**config.mk**
```make
export PLATFORM = sky130hd
export DESIGN_NAME = pointer_motion_mode_processor_core
export DESIGN_NICKNAME = d
export VERILOG_FILES = /design/src/rtl/pmmp_pkg.sv /design/src/rtl/pointer_motion_mode_processor_core.sv
export SDC_FILE = /design/constraint.sdc
export NUM_CORES = 1
export LEC_CHECK = 0
export ABC_AREA = 1
export BUFFER_PORTS_ARGS = -buffer_cell sky130_fd_sc_hd__buf_2
export CAP_MARGIN = 20
export CORE_MARGIN = 2
export CORE_UTILIZATION = 60
export CTS_CLUSTER_SIZE = 12
export DETAILED_ROUTE_END_ITERATION = 6
export HOLD_SLACK_MARGIN = 0.05
export PLACE_DENSITY = 0.78
export SETUP_SLACK_MARGIN = 0.2
export SLEW_MARGIN = 20
export SYNTH_ARGS = -nofsm -noshare
export SYNTH_HDL_FRONTEND = slang
export SYNTH_SLANG_ARGS = --single-unit
```
**constraint.sdc**
```tcl
create_clock -name clk -period 15.8 [get_ports clk]
set_input_delay 1.58 -clock clk [delete_from_list [all_inputs] [get_ports clk]]
set_output_delay 1.58 -clock clk [all_outputs]
set_load 0.02 [all_outputs]
```
**src/rtl/pmmp_pkg.sv**
```systemverilog
// Shared types and constants for the pointer motion and mode processor.
`default_nettype none

package pmmp_pkg;

    // Item operation codes
    typedef enum logic [2:0] {
        OP_MOTION       = 3'd0,
        OP_STEP_DEFAULT = 3'd1,
        OP_STEP_SNIPE   = 3'd2,
        OP_SET_SNIPE    = 3'd3,
        OP_SET_DRAG     = 3'd4,
        OP_TOGGLE_SNIPE = 3'd5,
        OP_TOGGLE_DRAG  = 3'd6
    } op_t;

    // Configuration register indexes
    localparam int CFG_INDEX_W = 2;
    localparam int CFG_DATA_W  = 6;

    typedef enum logic [CFG_INDEX_W-1:0] {
        CFG_ACCEL_ENABLE = 2'd0,
        CFG_REVERSE_X    = 2'd1,
        CFG_REVERSE_Y    = 2'd2,
        CFG_THRESHOLD    = 2'd3
    } cfg_idx_t;

    // Acceleration divisor for d +/- d*d/ACCEL_DIVISOR
    localparam int ACCEL_DIVISOR = 24;

    // Reciprocal of the divisor: (sq * ACCEL_RECIP) >> ACCEL_RECIP_SHIFT gives
    // sq / ACCEL_DIVISOR exactly for squares up to 2**14 and divisors up to 255
    localparam int ACCEL_RECIP_SHIFT = 22;
    localparam int ACCEL_RECIP       = (2**ACCEL_RECIP_SHIFT + ACCEL_DIVISOR - 1)
                                       / ACCEL_DIVISOR;

    // CPI table constants
    localparam int CPI_W          = 12;
    localparam int DRAG_CPI       = 400;
    localparam int SNIPE_CPI_BASE = 200;
    localparam int SNIPE_CPI_STEP = 100;
    localparam int DEF_CPI_BASE   = 400;
    localparam int DEF_CPI_STEP   = 200;

    localparam logic [CFG_DATA_W-1:0] THRESHOLD_RESET = 6'd1;

endpackage

`default_nettype wire

```
**src/rtl/pointer_motion_mode_processor_core.sv**
```systemverilog
// Pointer motion and mode processor: top level with input and result registers.
//
// Usage:
//   Input channel (in_valid/in_ready) carries one item per transfer: either a
//   motion report (operation = motion) or a mode event that steps a DPI index
//   or sets/toggles the sniping or drag-scroll flag.
//   Result channel (out_valid/out_ready) returns exactly one result per item,
//   in order: processed motion, scroll values, sensor CPI and current flags.
//   Config channel (cfg_valid/cfg_ready, cfg_index, cfg_data) writes the four
//   registers; it is always ready and should only be used while idle.
// Pipeline: an accepted item passes through two register stages, the input
//   register and then the result register, which it enters once that is free.
// Throughput: one item per cycle while out_ready is high; all per-item work
//   is a single pass of logic between the two registers, the 8x8 square and
//   the reciprocal multiply in the acceleration path being the longest piece.
// Reset: flags, DPI indexes and scroll accumulators clear to zero, config
//   registers take their reset values (threshold = 1), both stages go empty.
// Stall: while out_ready is low the result register holds; one more item
//   can still sit in the input register, after which in_ready drops.
`default_nettype none

module pointer_motion_mode_processor_core (
    input  wire logic                                  clk,
    input  wire logic                                  rst_n,
    // input channel
    input  wire logic                                  in_valid,
    output logic                                       in_ready,
    input  wire logic [2:0]                            operation,
    input  wire logic signed [7:0]                     motion_x,
    input  wire logic signed [7:0]                     motion_y,
    input  wire logic signed [7:0]                     wheel_h,
    input  wire logic signed [7:0]                     wheel_v,
    input  wire logic                                  forward,
    input  wire logic                                  enable,
    // result channel
    output logic                                       out_valid,
    input  wire logic                                  out_ready,
    output logic signed [7:0]                          out_x,
    output logic signed [7:0]                          out_y,
    output logic signed [7:0]                          out_h,
    output logic signed [7:0]                          out_v,
    output logic [pmmp_pkg::CPI_W-1:0]                 sensor_cpi,
    output logic                                       dragscroll_active,
    output logic                                       sniping_active,
    // configuration channel
    input  wire logic                                  cfg_valid,
    output logic                                       cfg_ready,
    input  wire logic [pmmp_pkg::CFG_INDEX_W-1:0]      cfg_index,
    input  wire logic [pmmp_pkg::CFG_DATA_W-1:0]       cfg_data
);

    localparam int CW = pmmp_pkg::CPI_W;

    // Saturating quadratic acceleration; the quotient uses a reciprocal multiply
    function automatic logic signed [7:0] accel(input logic signed [7:0] d);
        logic signed [15:0] prod;
        logic        [14:0] sq;
        logic        [37:0] qprod;
        logic        [14:0] q;
        logic signed [16:0] ds;
        logic signed [16:0] qs;
        logic signed [16:0] r;
        logic signed [7:0]  res;
        prod  = d * d;
        sq    = prod[14:0];
        qprod = 38'(sq) * 38'(pmmp_pkg::ACCEL_RECIP);
        q     = qprod[pmmp_pkg::ACCEL_RECIP_SHIFT +: 15];
        ds    = 17'(d);
        qs    = $signed({2'b00, q});
        r     = (d > 8'sd0) ? ds + qs : ds - qs;
        if (r < -17'sd127)
            res = -8'sd127;
        else if (r > 17'sd127)
            res = 8'sd127;
        else
            res = r[7:0];
        return res;
    endfunction

    // Configuration registers
    logic                                accel_enable_reg;
    logic                                reverse_x_reg;
    logic                                reverse_y_reg;
    logic [pmmp_pkg::CFG_DATA_W-1:0]     threshold_reg;

    // Input stage
    logic                                in_valid_reg;
    pmmp_pkg::op_t                       op_reg;
    logic signed [7:0]                   mx_reg;
    logic signed [7:0]                   my_reg;
    logic signed [7:0]                   wh_reg;
    logic signed [7:0]                   wv_reg;
    logic                                fwd_reg;
    logic                                en_reg;

    // Block state
    logic [3:0]                          def_idx_reg;
    logic [1:0]                          snipe_idx_reg;
    logic                                drag_reg;
    logic                                snipe_reg;
    logic signed [8:0]                   acc_x_reg;
    logic signed [8:0]                   acc_y_reg;

    logic [3:0]                          def_idx_next;
    logic [1:0]                          snipe_idx_next;
    logic                                drag_next;
    logic                                snipe_next;
    logic signed [8:0]                   acc_x_next;
    logic signed [8:0]                   acc_y_next;

    // Result stage
    logic                                out_valid_reg;
    logic signed [7:0]                   ox_reg;
    logic signed [7:0]                   oy_reg;
    logic signed [7:0]                   oh_reg;
    logic signed [7:0]                   ov_reg;
    logic [CW-1:0]                       cpi_reg;
    logic                                drag_out_reg;
    logic                                snipe_out_reg;

    logic signed [7:0]                   ox_next;
    logic signed [7:0]                   oy_next;
    logic signed [7:0]                   oh_next;
    logic signed [7:0]                   ov_next;
    logic [CW-1:0]                       cpi_next;

    // Scroll accumulation terms
    logic signed [8:0]                   sum_x;
    logic signed [8:0]                   sum_y;
    logic        [9:0]                   mag_x;
    logic        [9:0]                   mag_y;
    logic                                cross_x;
    logic                                cross_y;

    logic                                advance;
    logic                                in_fire;
    logic                                proc;

    // Handshake control
    assign advance   = !out_valid_reg || out_ready;
    assign in_ready  = !in_valid_reg || advance;
    assign in_fire   = in_valid && in_ready;
    assign proc      = in_valid_reg && advance;
    assign cfg_ready = 1'b1;

    // Config writes
    always_ff @(posedge clk or negedge rst_n)
    begin
        if (!rst_n)
        begin
            accel_enable_reg <= 1'b0;
            reverse_x_reg    <= 1'b0;
            reverse_y_reg    <= 1'b0;
            threshold_reg    <= pmmp_pkg::THRESHOLD_RESET;
        end
        else if (cfg_valid && cfg_ready)
        begin
            unique case (pmmp_pkg::cfg_idx_t'(cfg_index))
                pmmp_pkg::CFG_ACCEL_ENABLE: accel_enable_reg <= cfg_data[0];
                pmmp_pkg::CFG_REVERSE_X:    reverse_x_reg    <= cfg_data[0];
                pmmp_pkg::CFG_REVERSE_Y:    reverse_y_reg    <= cfg_data[0];
                pmmp_pkg::CFG_THRESHOLD:    threshold_reg    <= cfg_data;
                default:                    ;
            endcase
        end
    end

    // Input stage valid
    always_ff @(posedge clk or negedge rst_n)
    begin
        if (!rst_n)
            in_valid_reg <= 1'b0;
        else if (in_fire)
            in_valid_reg <= 1'b1;
        else if (proc)
            in_valid_reg <= 1'b0;
    end

    // Input stage payload
    always_ff @(posedge clk)
    begin
        if (in_fire)
        begin
            op_reg  <= pmmp_pkg::op_t'(operation);
            mx_reg  <= motion_x;
            my_reg  <= motion_y;
            wh_reg  <= wheel_h;
            wv_reg  <= wheel_v;
            fwd_reg <= forward;
            en_reg  <= enable;
        end
    end

    // Drag-scroll accumulation and threshold test
    always_comb
    begin
        sum_x   = reverse_x_reg ? acc_x_reg - {mx_reg[7], mx_reg}
                                : acc_x_reg + {mx_reg[7], mx_reg};
        sum_y   = reverse_y_reg ? acc_y_reg - {my_reg[7], my_reg}
                                : acc_y_reg + {my_reg[7], my_reg};
        mag_x   = sum_x[8] ? 10'd0 - {1'b1, sum_x} : {1'b0, sum_x};
        mag_y   = sum_y[8] ? 10'd0 - {1'b1, sum_y} : {1'b0, sum_y};
        cross_x = mag_x > {4'd0, threshold_reg};
        cross_y = mag_y > {4'd0, threshold_reg};
    end

    // Per-item state update and result values
    always_comb
    begin
        def_idx_next   = def_idx_reg;
        snipe_idx_next = snipe_idx_reg;
        drag_next      = drag_reg;
        snipe_next     = snipe_reg;
        acc_x_next     = acc_x_reg;
        acc_y_next     = acc_y_reg;
        ox_next        = 8'sd0;
        oy_next        = 8'sd0;
        oh_next        = 8'sd0;
        ov_next        = 8'sd0;
        unique case (op_reg)
            pmmp_pkg::OP_MOTION:
            begin
                if (drag_reg)
                begin
                    acc_x_next = cross_x ? 9'sd0 : sum_x;
                    acc_y_next = cross_y ? 9'sd0 : sum_y;
                    oh_next    = cross_x ? (sum_x[8] ? -8'sd1 : 8'sd1) : wh_reg;
                    ov_next    = cross_y ? (sum_y[8] ? -8'sd1 : 8'sd1) : wv_reg;
                end
                else
                begin
                    oh_next = wh_reg;
                    ov_next = wv_reg;
                    if (!snipe_reg && accel_enable_reg)
                    begin
                        ox_next = accel(mx_reg);
                        oy_next = accel(my_reg);
                    end
                    else
                    begin
                        ox_next = mx_reg;
                        oy_next = my_reg;
                    end
                end
            end
            pmmp_pkg::OP_STEP_DEFAULT:
                def_idx_next = fwd_reg ? def_idx_reg + 4'd1 : def_idx_reg - 4'd1;
            pmmp_pkg::OP_STEP_SNIPE:
                snipe_idx_next = fwd_reg ? snipe_idx_reg + 2'd1 : snipe_idx_reg - 2'd1;
            pmmp_pkg::OP_SET_SNIPE:    snipe_next = en_reg;
            pmmp_pkg::OP_SET_DRAG:     drag_next  = en_reg;
            pmmp_pkg::OP_TOGGLE_SNIPE: snipe_next = !snipe_reg;
            pmmp_pkg::OP_TOGGLE_DRAG:  drag_next  = !drag_reg;
            default:                   ;
        endcase

        // CPI from the mode after this item
        if (drag_next)
            cpi_next = CW'(pmmp_pkg::DRAG_CPI);
        else if (snipe_next)
            cpi_next = CW'(pmmp_pkg::SNIPE_CPI_BASE)
                     + CW'(snipe_idx_next) * CW'(pmmp_pkg::SNIPE_CPI_STEP);
        else
            cpi_next = CW'(pmmp_pkg::DEF_CPI_BASE)
                     + CW'(def_idx_next) * CW'(pmmp_pkg::DEF_CPI_STEP);
    end

    // Block state registers
    always_ff @(posedge clk or negedge rst_n)
    begin
        if (!rst_n)
        begin
            def_idx_reg   <= '0;
            snipe_idx_reg <= '0;
            drag_reg      <= 1'b0;
            snipe_reg     <= 1'b0;
            acc_x_reg     <= '0;
            acc_y_reg     <= '0;
        end
        else if (proc)
        begin
            def_idx_reg   <= def_idx_next;
            snipe_idx_reg <= snipe_idx_next;
            drag_reg      <= drag_next;
            snipe_reg     <= snipe_next;
            acc_x_reg     <= acc_x_next;
            acc_y_reg     <= acc_y_next;
        end
    end

    // Result stage valid
    always_ff @(posedge clk or negedge rst_n)
    begin
        if (!rst_n)
            out_valid_reg <= 1'b0;
        else if (proc)
            out_valid_reg <= 1'b1;
        else if (out_ready)
            out_valid_reg <= 1'b0;
    end

    // Result stage payload
    always_ff @(posedge clk)
    begin
        if (proc)
        begin
            ox_reg        <= ox_next;
            oy_reg        <= oy_next;
            oh_reg        <= oh_next;
            ov_reg        <= ov_next;
            cpi_reg       <= cpi_next;
            drag_out_reg  <= drag_next;
            snipe_out_reg <= snipe_next;
        end
    end

    assign out_valid         = out_valid_reg;
    assign out_x             = ox_reg;
    assign out_y             = oy_reg;
    assign out_h             = oh_reg;
    assign out_v             = ov_reg;
    assign sensor_cpi        = cpi_reg;
    assign dragscroll_active = drag_out_reg;
    assign sniping_active    = snipe_out_reg;

endmodule

`default_nettype wire

```
==> metrics.yaml <==
status:
  outcome: "finished, final reports clean"
synth:
  synth_top_family_by_area: "adder cells"
  synth-edff-count: 81
  synth_compound_area_share_pct: 7.060
  yosys-top-cells-area: "fa_1 (20%), ha_1 (19%), inv_1 (12%)"
  synthSimpleGateAreaFrac_pct: 19.54
  yosysTopAreaCell: "fa_1"
  netlist_instances: 2693
  ys_ff_latch: 118
  syn_area_per_cell_sq_um: 7.825
  syn_area_sq_um: 21070
  async_flop_share_pct: 31.36
  synthMuxAreaShare_pct: 0
  dominantRegCellSynth: "edfxtp_1"
  synthXorXnorAreaFrac_pct: 5.475
  yosysWarningCount: 0
  yosys.area_share.adder_pct: 39.21
  yosysUniqueCellTypes: 59
  synth_top_area_share_pct: 20.33
  seq_area_frac_synth_pct: 15.94
setup_path:
  cp.required_ps: 15950
  cp_common_cell: "nand2_1"
  critical_path_class: "reg -> reg"
  crit_arrival_ps: 12780
  cp-end-kind: "flip-flop"
  cpMaxStageDelayCell: "edfxtp_1"
  crit_path_start_kind: "flip-flop"
  max_stage_delay_ps: 820
  path_buf_inv: 9
  cp_max_fo: 20
  crit_family: "adder cells"
die:
  die_h_um: 191.4
  fp.dieW_um: 191.4
  core.rowCount: 68
  start_util_pct: 61.00
  core-area_sq_um: 34540
  ioPinCount: 99
  die-area_sq_um: 36630
cells_and_area:
  final_common_cell: "inv_1"
  nets: 3358
  register_area_sq_um: 3359
  mostFrequentLayoutCells: "inv_1 (660), nand2_1 (594), ha_1 (318)"
  fillCellCount: 2912
  multiInputGateArea_sq_um: 15030
  drive_above_1_share_pct: 8.534
  area_growth_pct: 6.977
  largest_register_ff_count: 10
  num_antenna_cells: 0
route:
  num_vias: 17200
  wl_um: 48100
  remaining_drc_errors: 0
  drt_iter0_drc: 1037
  routedWlPerCell_um: 14.83
  ant_nets: 0
  dr.pass1.iters: 5
  viasPerCell: 5.302
clock_tree:
  clk_pin_slew_ps: 60
  post_cts_buffers: 0
  cts_tree: "yes"
  clk_latency_ps: 420
  cts_hold_buf: 0
  clockRootBuffer: "clkbuf_16"
  post_cts_resized: 0
  cts_buffers: 17
  clk_path_buf_depth: 2
  htree_levels: 4
  cts_sinks: 118
global_route:
  grt_usage_pct: 27.32
  grt_first_pass_wirelength_um: 80930
  grt_max_degree: 48
  grt_antenna_before_repair: 0
  grt_pass1_vias: 17290
  gr-total-overflow: 0
sta:
  fin_setup_tns_ps: 0
  slew_viol_final: 0
  period_share_pct: 79.93
  fin_crit_ps: 12630
  tightest_slew_ps: 1001
  slew_headroom_pct: 33.15
  grt_setup_unrepaired: "false"
  max_clock_freq_ghz: 0.07918
  fin_skew_ps: 9.212
  finalHoldViolCount: 0
  setup_viol: 0
placement:
  portBuffers: 95
  hpwl_um: 40940
  place.gp.congestion: 0.9236
run:
  drv_cap: 0
hold_path:
  hold_class: "reg -> reg"
-- synth_stat cells, drive strengths merged, types with 3 or more instances --
library cell and number:
inv 669, nand2 630, ha 318, fa 214
nor2 162, a21oi 132, nand3 101, xor2 100
edfxtp 81, o21ai 62, dfrtp 36, xnor2 30
clkbuf 26, nor3 26, nand4 21, o31ai 19
o21bai 13, buf 9, a21o 7, clkinv 4
nand3b 4, o211ai 4, o311ai 3
-- path summary, 6_finish.rpt --
check / depth (start not counted) / startpoint / slack, ps / to
setup reg to reg: 58 / my_reg[7]$_DFFE_PP_ / 3170 / out_y[4]$_SDFFCE_PP0P_
min in group asynchronous: 1 / rst_n / 1270 / acc_y_reg[0]$_DFFE_PN0P_
setup / recovery: 58 / my_reg[7]$_DFFE_PP_ / 3170 / out_y[4]$_SDFFCE_PP0P_
max in group asynchronous: 1 / rst_n / 13950 / def_idx_reg[1]$_DFFE_PN0P_
hold / removal: 2 / acc_y_reg[0]$_DFFE_PN0P_ / 490 / acc_y_reg[0]$_DFFE_PN0P_
hold reg to reg: 2 / acc_y_reg[0]$_DFFE_PN0P_ / 490 / acc_y_reg[0]$_DFFE_PN0P_
-- per-layer routing --
metal	vias up	global-route usage [%]	part of all wire, %
met3	103	3.617	4.4
li1	8476	-	-
met5	-	0	0
met1	8169	35.57	43
met2	451	46.86	50
met4	0	9.231	3.2
-- worst reg2reg max path: cells and delay by family (launching register included) --
family | cells | cell delay (ps)
buffers and inverters | 9 | 1200
xor gates and xnor gates | 5 | 980
adders and majority gates | 12 | 5180
DFF | 1 | 820
and+or+nand+nor | 17 | 1490
AOI/OAI and AO/OA | 15 | 2680
-- per-stage QoR --
step	std cells	worst slack, ps	instance area (sq um)	hold WS, ps	util (%)
final	3244	3171	22540	487.9	65.26
after global routing	3244	2199	22540	504.9	65.26
after CTS	3244	3162	22540	483.6	65.26
after detailed placement	3212	3205	21990	469.6	63.65
after global placement	3212	3746	21990	466.5	63.65
after floorplan	2694	4745	21080	451.7	-
-- area by class of cell --
cell class              instances  share of cell area [%]
inverters                     673                   11.21
multi-input cells            1868                   66.69
clock inverters                14                  0.5551
well taps                     455                   2.526
repair buffers                 98                   2.209
flip-flops and latches        118                   14.90
clock buffers                  18                   1.904
-- logic make-up (layout without fill, tap and decap cells) --
| logic type | count (synthesis) | count (layout) |
|---|---|---|
| XOR/XNOR | 130 | 130 |
| flip-flops | 118 | 118 |
| buffers and inverters | 708 | 803 |
| AO/OA/AOI/OAI | 251 | 251 |
| adder cells (fa/ha/maj) | 532 | 532 |
| AND/OR/NAND/NOR | 952 | 952 |
| other | 2 | 3 |
Power is left out: the tool's default activity adds up to more than one toggle a clock period on the data nets, which glitch-free logic cannot reach.
